$ cat config.mk
export PLATFORM = sky130hd
export DESIGN_NAME = five_channel_timer_with_irq_select_core
export DESIGN_NICKNAME = d
export VERILOG_FILES = /design/src/design/fcts_pkg.sv /design/src/design/fcts_start_calc.sv /design/src/design/five_channel_timer_with_irq_select_core.sv
export VERILOG_INCLUDE_DIRS = /design/src /design/src/design
export SDC_FILE = /design/constraint.sdc
export NUM_CORES = 2
export LEC_CHECK = 0
export ABC_AREA = 1
export BUFFER_PORTS_ARGS = -buffer_cell sky130_fd_sc_hd__buf_2
export CORE_MARGIN = 1
export CORE_UTILIZATION = 60
export CTS_CLUSTER_SIZE = 40
export DETAILED_ROUTE_END_ITERATION = 8
export PLACE_DENSITY = 0.76
export SYNTH_ARGS = -nofsm -noshare
export SYNTH_HDL_FRONTEND = slang
export SYNTH_SLANG_ARGS = --single-unit
$ cat constraint.sdc
create_clock -name i_clk -period 14.6 [get_ports i_clk]
set_input_delay 2.19 -clock i_clk [delete_from_list [all_inputs] [get_ports i_clk]]
set_output_delay 2.19 -clock i_clk [all_outputs]
set_load 0.1 [all_outputs]
$ cat src/design/five_channel_timer_with_irq_select_core_assert.svh
// ----------------------------------------------------------------------------
// Assertion macros for the five-channel timer core
// Concurrent checks that compile to nothing in synthesis builds.
// ----------------------------------------------------------------------------
`ifndef FIVE_CHANNEL_TIMER_WITH_IRQ_SELECT_CORE_ASSERT_SVH
`define FIVE_CHANNEL_TIMER_WITH_IRQ_SELECT_CORE_ASSERT_SVH

`ifndef SYNTHESIS
// Same-cycle implication, disabled while reset is asserted.
`define FCTS_ASSERT_IMPL(lbl, clk, rst_n, ante, cons) \
    lbl: assert property (@(posedge clk) disable iff (!rst_n) (ante) |-> (cons)) \
        else $error("timer core assertion failed");
// Next-cycle implication, disabled while reset is asserted.
`define FCTS_ASSERT_NEXT(lbl, clk, rst_n, ante, cons) \
    lbl: assert property (@(posedge clk) disable iff (!rst_n) (ante) |=> (cons)) \
        else $error("timer core assertion failed");
`else
`define FCTS_ASSERT_IMPL(lbl, clk, rst_n, ante, cons)
`define FCTS_ASSERT_NEXT(lbl, clk, rst_n, ante, cons)
`endif

`endif

$ cat src/design/fcts_pkg.sv
// ----------------------------------------------------------------------------
// fcts_pkg
// Shared constants and types of the five-channel timer core.
// ----------------------------------------------------------------------------
`default_nettype none

package fcts_pkg;

    // Timer array geometry.
    localparam int NUM_TIMERS   = 5;
    localparam int IDX_BITS     = 3;
    localparam int COUNTER_BITS = 32;

    // Field widths.
    localparam int PRE_BITS       = 8;
    localparam int SEL_BITS       = 3;
    localparam int COUNT_BUF_BITS = 16;
    localparam int CNT_EXT_BITS   = 17;
    localparam int ELAPSED_BITS   = 8;
    localparam int CFG_DATA_BITS  = 16;
    localparam int DIVSEL_BITS    = 15;

    // Clock ratio constants.
    localparam int unsigned CLOCK_IN   = 66000000;
    localparam int unsigned CLOCK_REF  = 12000000;
    localparam int unsigned COUNT_WRAP = 32'h0001_0000;

    // Shared divider sizing: dividends and divisors fit in 26 bits.
    localparam int DIV_BITS      = 26;
    localparam int REM_BITS      = DIV_BITS + 1;
    localparam int DIV_STEP_BITS = 5;
    // 12000000 / hz stays below 1024 since hz is at least 16113.
    localparam int QUO_BITS      = 10;
    localparam int PRODUCT_BITS  = QUO_BITS + CNT_EXT_BITS;

    // Most negative counter value.
    localparam logic [COUNTER_BITS-1:0] CTR_MIN = {1'b1, {(COUNTER_BITS-1){1'b0}}};

    // Configuration register indexes.
    typedef enum logic [2:0] {
        CFG_PRESCALERS = 3'd0,
        CFG_DIVSEL     = 3'd1,
        CFG_COUNT0     = 3'd2,
        CFG_COUNT1     = 3'd3,
        CFG_COUNT2     = 3'd4,
        CFG_COUNT3     = 3'd5,
        CFG_COUNT4     = 3'd6,
        CFG_IRQ_MASK   = 3'd7
    } t_cfg_index;

    // Request to the start value calculator.
    typedef struct packed {
        logic                      go;
        logic [PRE_BITS-1:0]       pre;
        logic [SEL_BITS-1:0]       sel;
        logic [COUNT_BUF_BITS-1:0] cnt;
    } t_calc_req;

    // Response of the start value calculator.
    typedef struct packed {
        logic                    done;
        logic [COUNTER_BITS-1:0] value;
    } t_calc_rsp;

endpackage

`default_nettype wire

$ cat src/design/fcts_start_calc.sv
// ----------------------------------------------------------------------------
// fcts_start_calc
// Computes a timer start value, (CLOCK_REF / hz) * count, with one shared
// restoring divider used twice and a single registered multiply.
// ----------------------------------------------------------------------------
`default_nettype none

module fcts_start_calc (
    input  logic               i_clk,
    input  logic               i_rst_n,
    input  fcts_pkg::t_calc_req i_req,
    output fcts_pkg::t_calc_rsp o_rsp
);
    import fcts_pkg::*;

    typedef enum logic [3:0] {
        C_IDLE = 4'b0001,
        C_DIV1 = 4'b0010,
        C_DIV2 = 4'b0100,
        C_MUL  = 4'b1000
    } t_calc_state;

    t_calc_state               r_state;
    logic [REM_BITS-1:0]       r_rem;
    logic [DIV_BITS-1:0]       r_quo;
    logic [DIV_BITS-1:0]       r_dvs;
    logic [DIV_STEP_BITS-1:0]  r_step;
    logic [SEL_BITS-1:0]       r_sel;
    logic [CNT_EXT_BITS-1:0]   r_cnt;
    logic [COUNTER_BITS-1:0]   r_value;
    logic                      r_done;

    logic [REM_BITS-1:0]       w_rem_sh;
    logic                      w_fits;
    logic [REM_BITS-1:0]       n_rem;
    logic [DIV_BITS-1:0]       n_quo;
    logic [DIV_BITS-1:0]       w_hz;
    logic                      w_last;
    logic [PRODUCT_BITS-1:0]   w_prod;

    // One restoring division step: shift in a dividend bit, subtract if it fits.
    assign w_rem_sh = {r_rem[REM_BITS-2:0], r_quo[DIV_BITS-1]};
    assign w_fits   = (w_rem_sh >= {1'b0, r_dvs});
    assign n_rem    = w_fits ? (w_rem_sh - {1'b0, r_dvs}) : w_rem_sh;
    assign n_quo    = {r_quo[DIV_BITS-2:0], w_fits};
    assign w_last   = (r_step == DIV_STEP_BITS'(DIV_BITS - 1));

    // Timer clock: selects 0 to 3 divide by 2 to 16, the others pass through.
    assign w_hz = r_sel[2] ? n_quo : (n_quo >> ({1'b0, r_sel[1:0]} + 3'd1));

    // Reload value from the second quotient and the count.
    assign w_prod = r_quo[QUO_BITS-1:0] * r_cnt;

    // Sequencer and datapath registers.
    always_ff @(posedge i_clk) begin
        if (!i_rst_n) begin
            r_state <= C_IDLE;
            r_done  <= 1'b0;
        end else begin
            r_done <= 1'b0;
            unique case (r_state)
                C_IDLE: begin
                    if (i_req.go) begin
                        r_quo   <= DIV_BITS'(CLOCK_IN);
                        r_dvs   <= DIV_BITS'(i_req.pre) + DIV_BITS'(1);
                        r_rem   <= '0;
                        r_step  <= '0;
                        r_sel   <= i_req.sel;
                        r_cnt   <= (i_req.cnt == '0) ? CNT_EXT_BITS'(COUNT_WRAP)
                                                     : {1'b0, i_req.cnt};
                        r_state <= C_DIV1;
                    end
                end
                C_DIV1: begin
                    r_rem  <= n_rem;
                    r_quo  <= n_quo;
                    r_step <= r_step + DIV_STEP_BITS'(1);
                    if (w_last) begin
                        r_quo   <= DIV_BITS'(CLOCK_REF);
                        r_dvs   <= w_hz;
                        r_rem   <= '0;
                        r_step  <= '0;
                        r_state <= C_DIV2;
                    end
                end
                C_DIV2: begin
                    r_rem  <= n_rem;
                    r_quo  <= n_quo;
                    r_step <= r_step + DIV_STEP_BITS'(1);
                    if (w_last) begin
                        r_state <= C_MUL;
                    end
                end
                C_MUL: begin
                    r_value <= COUNTER_BITS'(w_prod);
                    r_done  <= 1'b1;
                    r_state <= C_IDLE;
                end
            endcase
        end
    end

    assign o_rsp.done  = r_done;
    assign o_rsp.value = r_value;

endmodule

`default_nettype wire

$ cat src/design/five_channel_timer_with_irq_select_core.sv
// ----------------------------------------------------------------------------
// five_channel_timer_with_irq_select_core
// Five down-counting timers with prescalers and a fixed-priority interrupt
// selector, driven by tick and control-write transfers.
// ----------------------------------------------------------------------------
// Each input transfer yields exactly one result transfer. A tick transfer
// (tuser = 0) subtracts the elapsed count from every running timer, one
// timer per cycle through a shared subtract and compare unit, then selects
// the lowest unmasked pending timer. A control transfer (tuser = 1) also
// visits every timer in turn, and for every rising start bit waits on the
// start value unit (two 26-step restoring divisions on one divider and a
// multiply). The block is not ready while an item is in progress; a finished
// result waits in the output register while the next item is accepted.
// Configuration writes are taken at any edge with i_cfg_we high and must
// only come while the block is idle.
`default_nettype none
`include "five_channel_timer_with_irq_select_core_assert.svh"

module five_channel_timer_with_irq_select_core (
    input  logic                               i_clk,
    input  logic                               i_rst_n,
    // Configuration write port.
    input  logic                               i_cfg_we,
    input  logic [2:0]                         i_cfg_addr,
    input  logic [fcts_pkg::CFG_DATA_BITS-1:0] i_cfg_data,
    // Input stream.
    input  logic                               s_axis_tvalid,
    output logic                               s_axis_tready,
    // tdata: elapsed[7:0], start_bits[12:8], auto_bits[17:13],
    //        cpu_irq_enable[18], zero[23:19]
    input  logic [23:0]                        s_axis_tdata,
    // tuser: operation[0]
    input  logic [0:0]                         s_axis_tuser,
    // Output stream.
    output logic                               m_axis_tvalid,
    input  logic                               m_axis_tready,
    // tdata: irq_valid[0], irq_timer[3:1], irq_taken[4],
    //        source_pending[9:5], running[14:10], zero[15]
    output logic [15:0]                        m_axis_tdata
);
    import fcts_pkg::*;

    typedef enum logic [4:0] {
        ST_IDLE = 5'b00001,
        ST_TICK = 5'b00010,
        ST_CTRL = 5'b00100,
        ST_WAIT = 5'b01000,
        ST_DONE = 5'b10000
    } t_state;

    localparam logic [IDX_BITS-1:0] IDX_LAST = IDX_BITS'(NUM_TIMERS - 1);

    // Configuration registers.
    logic [CFG_DATA_BITS-1:0]  r_prescalers;
    logic [DIVSEL_BITS-1:0]    r_divsel;
    logic [COUNT_BUF_BITS-1:0] r_count [NUM_TIMERS];
    logic [NUM_TIMERS-1:0]     r_irq_mask;

    // Captured input item.
    logic                      r_op;
    logic [ELAPSED_BITS-1:0]   r_elapsed;
    logic [NUM_TIMERS-1:0]     r_start_in;
    logic [NUM_TIMERS-1:0]     r_auto_in;
    logic                      r_cie;

    // Timer state.
    logic [COUNTER_BITS-1:0]   r_ctr    [NUM_TIMERS];
    logic [COUNTER_BITS-1:0]   r_reload [NUM_TIMERS];
    logic [NUM_TIMERS-1:0]     r_start_prev;
    logic [NUM_TIMERS-1:0]     r_auto;
    logic [NUM_TIMERS-1:0]     r_pend;
    logic [NUM_TIMERS-1:0]     r_src_pend;

    // Sequencer and output register.
    t_state                    r_state;
    logic [IDX_BITS-1:0]       r_idx;
    logic                      r_m_valid;
    logic [15:0]               r_m_data;

    t_calc_req                 w_req;
    t_calc_rsp                 w_rsp;

    // ------------------------------------------------------------------
    // Configuration writes.
    always_ff @(posedge i_clk) begin
        if (!i_rst_n) begin
            r_prescalers <= '0;
            r_divsel     <= '0;
            r_irq_mask   <= '1;
            for (int t = 0; t < NUM_TIMERS; t++) begin
                r_count[t] <= '0;
            end
        end else if (i_cfg_we) begin
            unique case (t_cfg_index'(i_cfg_addr))
                CFG_PRESCALERS: r_prescalers <= i_cfg_data;
                CFG_DIVSEL:     r_divsel     <= i_cfg_data[DIVSEL_BITS-1:0];
                CFG_COUNT0:     r_count[0]   <= i_cfg_data;
                CFG_COUNT1:     r_count[1]   <= i_cfg_data;
                CFG_COUNT2:     r_count[2]   <= i_cfg_data;
                CFG_COUNT3:     r_count[3]   <= i_cfg_data;
                CFG_COUNT4:     r_count[4]   <= i_cfg_data;
                CFG_IRQ_MASK:   r_irq_mask   <= i_cfg_data[NUM_TIMERS-1:0];
            endcase
        end
    end

    // ------------------------------------------------------------------
    // Shared tick unit: one timer per cycle, selected by r_idx.
    logic [COUNTER_BITS-1:0] w_c;
    logic [COUNTER_BITS-1:0] w_rl;
    logic [COUNTER_BITS:0]   w_diff;
    logic                    w_under;
    logic [COUNTER_BITS-1:0] w_sat;
    logic                    w_expire;
    logic [COUNTER_BITS-1:0] n_tick_ctr;
    logic [COUNTER_BITS-1:0] n_tick_rl;
    logic                    n_tick_exp;

    assign w_c      = r_ctr[r_idx];
    assign w_rl     = r_reload[r_idx];
    assign w_diff   = {w_c[COUNTER_BITS-1], w_c} - (COUNTER_BITS+1)'(r_elapsed);
    assign w_under  = (w_diff[COUNTER_BITS] != w_diff[COUNTER_BITS-1]);
    assign w_sat    = w_under ? CTR_MIN : w_diff[COUNTER_BITS-1:0];
    assign w_expire = w_sat[COUNTER_BITS-1] | (w_sat == '0);

    always_comb begin
        n_tick_ctr = w_c;
        n_tick_rl  = w_rl;
        n_tick_exp = 1'b0;
        if (w_c != '0) begin
            if (w_expire) begin
                n_tick_exp = 1'b1;
                if (r_auto[r_idx]) begin
                    n_tick_ctr = w_sat + w_rl;
                end else begin
                    n_tick_ctr = '0;
                    n_tick_rl  = '0;
                end
            end else begin
                n_tick_ctr = w_sat;
            end
        end
    end

    // ------------------------------------------------------------------
    // Start bit edges and the request to the start value unit.
    logic [NUM_TIMERS-1:0] w_rise;
    logic [NUM_TIMERS-1:0] w_fall;

    assign w_rise = r_start_in & ~r_start_prev;
    assign w_fall = r_start_prev & ~r_start_in;

    assign w_req.go  = (r_state == ST_CTRL) && w_rise[r_idx];
    assign w_req.pre = (r_idx < IDX_BITS'(2)) ? r_prescalers[PRE_BITS-1:0]
                                              : r_prescalers[2*PRE_BITS-1:PRE_BITS];
    assign w_req.sel = r_divsel[r_idx*SEL_BITS +: SEL_BITS];
    assign w_req.cnt = r_count[r_idx];

    fcts_start_calc u_calc (
        .i_clk   (i_clk),
        .i_rst_n (i_rst_n),
        .i_req   (w_req),
        .o_rsp   (w_rsp)
    );

    // ------------------------------------------------------------------
    // Interrupt selection and result assembly.
    logic [NUM_TIMERS-1:0] w_avail;
    logic                  w_valid;
    logic [IDX_BITS-1:0]   w_sel;
    logic                  w_taken;
    logic [NUM_TIMERS-1:0] n_src_pend;
    logic [NUM_TIMERS-1:0] w_running;
    logic                  w_out_free;
    logic                  w_idle;
    logic                  w_done_free;

    assign w_avail     = r_pend & ~r_irq_mask;
    assign w_valid     = (w_avail != '0);
    assign w_taken     = w_valid & r_cie;
    assign n_src_pend  = r_src_pend | r_pend;
    assign w_out_free  = !r_m_valid || m_axis_tready;
    assign w_idle      = (r_state == ST_IDLE);
    assign w_done_free = (r_state == ST_DONE) && w_out_free;

    always_comb begin
        w_sel = '0;
        for (int t = NUM_TIMERS - 1; t >= 0; t--) begin
            if (w_avail[t]) begin
                w_sel = IDX_BITS'(t);
            end
        end
    end

    always_comb begin
        for (int t = 0; t < NUM_TIMERS; t++) begin
            w_running[t] = (r_ctr[t] != '0);
        end
    end

    // ------------------------------------------------------------------
    // Sequencer.
    always_ff @(posedge i_clk) begin
        if (!i_rst_n) begin
            r_state      <= ST_IDLE;
            r_idx        <= '0;
            r_start_prev <= '0;
            r_auto       <= '0;
            r_pend       <= '0;
            r_src_pend   <= '0;
            r_m_valid    <= 1'b0;
            for (int t = 0; t < NUM_TIMERS; t++) begin
                r_ctr[t]    <= '0;
                r_reload[t] <= '0;
            end
        end else begin
            // A finished item fills the output register; otherwise the
            // consumer empties it.
            if (w_done_free) begin
                r_m_valid <= 1'b1;
            end else if (m_axis_tready) begin
                r_m_valid <= 1'b0;
            end
            unique case (r_state)
                ST_IDLE: begin
                    if (s_axis_tvalid) begin
                        r_op       <= s_axis_tuser[0];
                        r_elapsed  <= s_axis_tdata[7:0];
                        r_start_in <= s_axis_tdata[12:8];
                        r_auto_in  <= s_axis_tdata[17:13];
                        r_cie      <= s_axis_tdata[18];
                        r_idx      <= '0;
                        r_state    <= s_axis_tuser[0] ? ST_CTRL : ST_TICK;
                    end
                end
                ST_TICK: begin
                    r_ctr[r_idx]    <= n_tick_ctr;
                    r_reload[r_idx] <= n_tick_rl;
                    if (n_tick_exp) begin
                        r_pend[r_idx] <= 1'b1;
                    end
                    if (r_idx == IDX_LAST) begin
                        r_state <= ST_DONE;
                    end else begin
                        r_idx <= r_idx + IDX_BITS'(1);
                    end
                end
                ST_CTRL: begin
                    if (w_rise[r_idx]) begin
                        r_state <= ST_WAIT;
                    end else begin
                        if (w_fall[r_idx]) begin
                            r_ctr[r_idx]    <= '0;
                            r_reload[r_idx] <= '0;
                        end
                        if (r_idx == IDX_LAST) begin
                            r_state <= ST_DONE;
                        end else begin
                            r_idx <= r_idx + IDX_BITS'(1);
                        end
                    end
                end
                ST_WAIT: begin
                    if (w_rsp.done) begin
                        r_ctr[r_idx]    <= w_rsp.value;
                        r_reload[r_idx] <= w_rsp.value;
                        if (r_idx == IDX_LAST) begin
                            r_state <= ST_DONE;
                        end else begin
                            r_idx   <= r_idx + IDX_BITS'(1);
                            r_state <= ST_CTRL;
                        end
                    end
                end
                ST_DONE: begin
                    if (w_out_free) begin
                        if (r_op) begin
                            r_start_prev <= r_start_in;
                            r_auto       <= r_auto_in;
                        end
                        r_src_pend <= n_src_pend;
                        if (w_valid) begin
                            r_pend[w_sel] <= 1'b0;
                        end
                        r_m_data  <= {1'b0, w_running, n_src_pend, w_taken, w_sel, w_valid};
                        r_idx     <= '0;
                        r_state   <= ST_IDLE;
                    end
                end
            endcase
        end
    end

    assign s_axis_tready = w_idle;
    assign m_axis_tvalid = r_m_valid;
    assign m_axis_tdata  = r_m_data;

    // ------------------------------------------------------------------
    // Assertions.
    `FCTS_ASSERT_IMPL(a_idle_pend_in_src, i_clk, i_rst_n, w_idle, ((r_pend & ~r_src_pend) == '0))
    `FCTS_ASSERT_IMPL(a_idx_in_range, i_clk, i_rst_n, 1'b1, (r_idx <= IDX_LAST))
    `FCTS_ASSERT_IMPL(a_calc_done_when_waiting, i_clk, i_rst_n, w_rsp.done, (r_state == ST_WAIT))
    `FCTS_ASSERT_NEXT(a_result_loaded, i_clk, i_rst_n, w_done_free, (m_axis_tvalid && w_idle))

endmodule

`default_nettype wire
==> Word level (Yosys, flattened, before mapping) <==
Memory sizes are Yosys's and may differ from the RTL's. A register that Yosys moved wholly into a read port is not among the register bits.
Index checks and enable logic that the tools add are counted.
{ "classes": {"eq_ne": 28, "order_cmp": 6, "add_sub_neg": 7, "mux": 119, "reduce_logical": 37, "shift": 2, "n_mul": 2, "n_bitwise": 21} }
{ "ops": {"columns": ["cell", "n"], "rows": [
  ["$mux 32", 13],
  ["$mux 26", 8],
  ["$reduce_bool 32->1", 6],
  ["$pmux 26 s3", 2],
  ["$mux 16", 5],
  ["$reduce_or 32->1", 2],
  ["$mux 3", 19],
  ["$mux 5", 11],
  ["$pmux 26 s2", 1],
  ["$mux 1", 45],
  ["$sub 32x9->33", 1],
  ["$add 32x32->32", 1],
  ["$logic_not 32->1", 1],
  ["$ge 27x26->1", 1],
  ["$mul 10x17->27", 1],
  ["$shr 26x3->26", 1],
  ["$sub 26x26->26", 1],
  ["$pmux 5 s5", 1],
  ["$reduce_and 3->1", 7],
  ["$and 5x5->5", 4],
  ["$not 5->5", 4],
  ["$mux 17", 1],
  ["$logic_not 16->1", 1],
  ["$pmux 4 s4", 1],
  ["43 further kinds", 84]
]} }
{ "totals": {"elab_cells": 251, "out_inout_bits": 18, "ramBits": 400, "input_bits": 49, "memories": 3, "regBits": 235} }
{ "mem_list": {"columns": ["name", "depth", "word_bits", "read_ports", "rd_clocked_by_memory_dff", "wr", "line", "source"], "rows": [
  ["r_ctr", 5, 32, 6, 1, 5, "five_channel_timer_with_irq_select_core.sv:67", "logic [COUNTER_BITS-1:0] r_ctr [NUM_TIMERS];"],
  ["r_reload", 5, 32, 1, 1, 5, "five_channel_timer_with_irq_select_core.sv:68", "logic [COUNTER_BITS-1:0] r_reload [NUM_TIMERS];"],
  ["r_count", 5, 16, 1, 1, 5, "five_channel_timer_with_irq_select_core.sv:56", "logic [COUNT_BUF_BITS-1:0] r_count [NUM_TIMERS];"]
]} }

==> Logic depth before layout (Yosys ltp) <==
{ "logic_depth": {"depth_word": 16, "depth_mapped": 44} }

==> Cells and area by module <==
A second synthesis with hierarchy kept.
{ "hier_totals": {"cells_unflattened": 5695, "area_unflattened_um2": 48940.7} }
{ "modules_own_cells": {"columns": ["mod", "area_per_inst_um2", "seq_area_each_um2", "n_inst", "cells_each"], "rows": [
  ["five_channel_timer_with_irq_select_core", 35134.9, 20189.4, 1, 3898],
  ["fcts_start_calc", 13805.7, 4003.8, 1, 1797]
]} }

==> Worst setup path after synthesis <==
Ideal clock, no wire load.
{ "synth_path": {"kind": "input-to-reg", "start": "input port i_rst_n", "end": "memory r_ctr[5][0], enable pin", "setup_slack_ns": 6.312, "stages": 6, "t_arrival_ns": 7.724, "setup_time_ns": 0.565, "required_time_ns": 14.035, "cell_sequence": "inv_1 > nor3_1 > a21oi_1 > o21ai_1 > nand2_1 > nor3_1"} }
{ "synth_rtl": {"columns": ["item", "line", "source"], "rows": [
  ["start, declared", "five_channel_timer_with_irq_select_core.sv:21", "input logic i_rst_n,"],
  ["end, declared", "five_channel_timer_with_irq_select_core.sv:67", null]
]} }

==> impl_metrics.prom <==
# TYPE chip_impl_metric gauge
chip_impl_metric{name="avgSynthCellArea",unit="sq um"} 8.944
chip_impl_metric{name="cell_area_after_placement",unit="sq um"} 47850
chip_impl_metric{name="cts-root-to-sink-buffers",unit=""} 3
chip_impl_info{name="launching_element_type_of_the_critical_path",value="flip-flop"} 1
chip_impl_metric{name="power_leakage",unit="nW"} 21.53
chip_impl_metric{name="grt_usage",unit=""} 0.3202
chip_impl_metric{name="synth-warning-count",unit=""} 0
chip_impl_metric{name="slew-limit-headroom",unit=""} 0.2039
chip_impl_metric{name="report.final.hold_viol_count",unit=""} 0
chip_impl_metric{name="irDropWorstVdd",unit="mV"} 0.1105
chip_impl_metric{name="first_pass_grt_wire_length",unit="um"} 194900
chip_impl_metric{name="crit_fanout",unit=""} 101
chip_impl_metric{name="total_power",unit="mW"} 7.346
chip_impl_metric{name="power_per_cell_area",unit="nW/um^2"} 145.1
chip_impl_info{name="crit_slowest_cell",value="sky130_fd_sc_hd__clkinv_1"} 1
chip_impl_metric{name="cts_inserted_buffers",unit=""} 88
chip_impl_metric{name="cts_resized",unit=""} 0
chip_impl_metric{name="ys_async_sr_fraction",unit=""} 0
chip_impl_metric{name="drt.antenna.violating_nets",unit=""} 0
chip_impl_metric{name="final.setup_skew",unit="ns"} 0.03358
chip_impl_metric{name="die-height",unit="um"} 281.3
chip_impl_metric{name="finalHoldWorstSlack",unit="ns"} 0.4645
chip_impl_metric{name="post_route_setup_tns",unit="ns"} 0
chip_impl_info{name="layout_common_cells",value="973 x sky130_fd_sc_hd__nand2_1, 757 x sky130_fd_sc_hd__edfxtp_1, 748 x sky130_fd_sc_hd__nor2_1"} 1
chip_impl_metric{name="routed_wire_length_per_instance",unit="um"} 20.02
chip_impl_metric{name="post_drt_via_cell_ratio",unit=""} 5.909
chip_impl_metric{name="area.growth.synth_to_final",unit="%"} 8.165
chip_impl_metric{name="clock_transition_at_the_registers_of_the_reported_paths",unit="ns"} 0.06
chip_impl_metric{name="syn-num-nets",unit=""} 5536
chip_impl_metric{name="design.core.area",unit="sq um"} 77340
chip_impl_metric{name="syn-cell-area",unit="sq um"} 46810
chip_impl_metric{name="critPathRequiredTime",unit="ns"} 14.95
chip_impl_metric{name="worstPathArrival",unit="ns"} 9.83
chip_impl_metric{name="port-buffer-count",unit=""} 60
chip_impl_metric{name="initial_standard_cell_utilization_of_the_core",unit=""} 0.6053
chip_impl_info{name="yosysTopAreaCell",value="sky130_fd_sc_hd__edfxtp_1"} 1
chip_impl_metric{name="detailroute.via_count",unit=""} 37200
chip_impl_metric{name="fin_crit_sh",unit=""} 0.6497
chip_impl_metric{name="io_pins",unit=""} 67
chip_impl_metric{name="grt.overflow.total",unit=""} 0
chip_impl_metric{name="final_max_slew_viol_count",unit=""} 0
chip_impl_metric{name="grt_pass1_vias",unit=""} 35570
chip_impl_metric{name="cpPeakStageDelay",unit="ns"} 0.70
chip_impl_info{name="critPathKind",value="reg2reg"} 1
chip_impl_metric{name="setup_violations",unit=""} 0
chip_impl_metric{name="ys_seq_area_frac",unit=""} 0.5168
chip_impl_metric{name="detailedRoute.firstIterationViolations",unit=""} 4080
chip_impl_metric{name="antenna_found_initial",unit=""} 1
chip_impl_metric{name="final_area",unit="sq um"} 50640
chip_impl_metric{name="synthDistinctLibCells",unit=""} 64
chip_impl_metric{name="drc",unit=""} 0
chip_impl_info{name="unrepaired_setup_endpoints_after_global_routing",value="false"} 1
chip_impl_info{name="ys_dominant_reg_cell",value="sky130_fd_sc_hd__edfxtp_1"} 1
chip_impl_metric{name="dieArea",unit="sq um"} 79140
chip_impl_metric{name="fmax",unit="MHz"} 105.4
chip_impl_info{name="tritoncts",value="done"} 1
chip_impl_metric{name="dp.final_hpwl",unit="um"} 81130
chip_impl_info{name="clock_root_buffer",value="sky130_fd_sc_hd__clkbuf_16"} 1
chip_impl_metric{name="post_cts_hold_buffer_count",unit=""} 0
chip_impl_metric{name="die_w",unit="um"} 281.3
chip_impl_metric{name="gp_congestion",unit=""} 0.9645
chip_impl_metric{name="htreeDepth",unit=""} 3
chip_impl_info{name="cp-end-kind",value="flip-flop"} 1
chip_impl_metric{name="worst-slew-pin-transition",unit="ns"} 1.193
chip_impl_metric{name="post_cts_repair_timing_setup_buffer_count",unit=""} 0
chip_impl_info{name="min_path_type",value="reg2reg"} 1
chip_impl_metric{name="synthesis.instances",unit=""} 5234
chip_impl_info{name="layout.cells.most_common",value="sky130_fd_sc_hd__nand2_1"} 1
chip_impl_metric{name="maximum_number_of_pins_on_one_net_before_global_route_repair",unit=""} 173
chip_impl_metric{name="post_route_cells_drive_above_1_share",unit=""} 0.06565
chip_impl_metric{name="fp-row-count",unit=""} 102
chip_impl_info{name="status",value="finished clean"} 1
chip_impl_metric{name="finalNetCount",unit=""} 5483
chip_impl_metric{name="synth_enable_flop_cells",unit=""} 757
chip_impl_metric{name="finalWorstPathRequiredPeriod",unit="ns"} 9.485
chip_impl_metric{name="later_pin_clock_latency_in_the_skew_report",unit="ns"} 0.67
chip_impl_metric{name="totalWireLength",unit="um"} 126100
chip_impl_metric{name="maxCapViolations",unit=""} 0
chip_impl_metric{name="drt-pass1-iter-count",unit=""} 5
chip_impl_metric{name="synth_largest_type_area_fraction",unit=""} 0.4856
chip_impl_metric{name="cts.sink_count",unit=""} 830
chip_impl_info{name="ys_top_cells_by_area",value="sky130_fd_sc_hd__edfxtp_1 49%, sky130_fd_sc_hd__nand2_1 7.9%, sky130_fd_sc_hd__nor2_1 6.0%"} 1
chip_impl_metric{name="ys_seq_elements",unit=""} 830
metrics by stage:
step | cells | setup slack (ns) | utilization
after detailed placement | 6131 | 5.370 | 0.6187
final | 6296 | 5.115 | 0.6547
after global routing | 6295 | 4.535 | 0.6547
after floorplan | 5234 | 6.312 | -
after CTS | 6295 | 5.312 | 0.6547
after global placement | 6131 | 5.511 | 0.6187
synthesized netlist by cell type (11+ instances only):
master / n
sky130_fd_sc_hd__a21oi_1: 327
sky130_fd_sc_hd__a31oi_1: 57
sky130_fd_sc_hd__buf_1: 23
sky130_fd_sc_hd__buf_2: 44
sky130_fd_sc_hd__buf_4: 17
sky130_fd_sc_hd__clkbuf_1: 162
sky130_fd_sc_hd__dfxtp_1: 73
sky130_fd_sc_hd__edfxtp_1: 757
sky130_fd_sc_hd__fa_1: 120
sky130_fd_sc_hd__ha_1: 133
sky130_fd_sc_hd__inv_1: 644
sky130_fd_sc_hd__inv_2: 31
sky130_fd_sc_hd__nand2_1: 982
sky130_fd_sc_hd__nand2_2: 11
sky130_fd_sc_hd__nand3_1: 270
sky130_fd_sc_hd__nand4_1: 62
sky130_fd_sc_hd__nor2_1: 753
sky130_fd_sc_hd__nor3_1: 42
sky130_fd_sc_hd__nor4_1: 39
sky130_fd_sc_hd__o211ai_1: 21
sky130_fd_sc_hd__o21ai_0: 378
sky130_fd_sc_hd__o21ai_1: 27
sky130_fd_sc_hd__o22ai_1: 66
sky130_fd_sc_hd__or2_2: 11
sky130_fd_sc_hd__xnor2_1: 24
sky130_fd_sc_hd__xor2_1: 39
state kept, by name, indices dropped and copies added (netlist names), 8 cells and up, named ones only:
register	count
r_ctr	256
u_calc.r_dvs	26
u_calc.r_quo	26
r_reload	256
u_calc.r_value	27
u_calc.r_cnt	17
m_axis_tdata	15
u_calc.r_rem	26
r_divsel	15
r_prescalers	16
r_elapsed	8
r_count	80
area by class of cell:
type,instances,area [sq um]
fill,6225,26700
sequential,830,24200
multi-input combinational,3469,19070
inverter,681,2569
clock buffer,113,2346
tap,1040,1301
timing repair buffer,111,708.2
clock inverter,51,437.9
antenna,1,2.502
routing by layer:
| layer | routed length [um] | up-vias | track usage | share of wire |
|---|---|---|---|---|
| met3 | 11210 | 330 | 0.04556 | 0.089 |
| met4 | 5473 | 0 | 0.1427 | 0.043 |
| li1 | - | 17420 | - | - |
| met5 | 0 | - | 0 | 0 |
| met1 | 49780 | 17600 | 0.4224 | 0.39 |
| met2 | 59600 | 1848 | 0.5282 | 0.47 |
where the power goes:
group / switching (mW) / internal [mW] / leakage, nW
combinational: 1.55 / 0.780 / 12.2
sequential: 0.0652 / 2.80 / 7.92
clock: 0.955 / 1.20 / 1.36
total: 2.57 / 4.78 / 21.5
worst paths after layout:
path | from | end | slack [ns] | cells after the start
worst max-delay path | flip-flop | r_reload[3][30] | 5.11 | 34
worst min-delay path | r_auto[1] | r_auto[1] | 0.46 | 2
worst max register to register | flip-flop | r_reload[3][30] | 5.11 | 34
worst min register to register | r_auto[1] | r_auto[1] | 0.46 | 2
cell families after synthesis:
group,Yosys count,share of synthesized area
flops,830,0.5168
other cells,1,0.00008010
compound gates,937,0.1086
mux,2,0.0004277
simple gates,2213,0.1967
xor+xnor,63,0.01179
fa+ha+maj,253,0.08686
buf+inv,935,0.07882
worst max-delay path, delay by kind of cell, from the launching register on:
kind            cells  cell delay, ns
compound gates      4            0.95
xor+xnor            1            0.16
fa+ha+maj           2            0.72
buf+inv             4            2.06
flops               1            0.58
simple gates       23            4.54
Power figures use the tool's default switching activity.
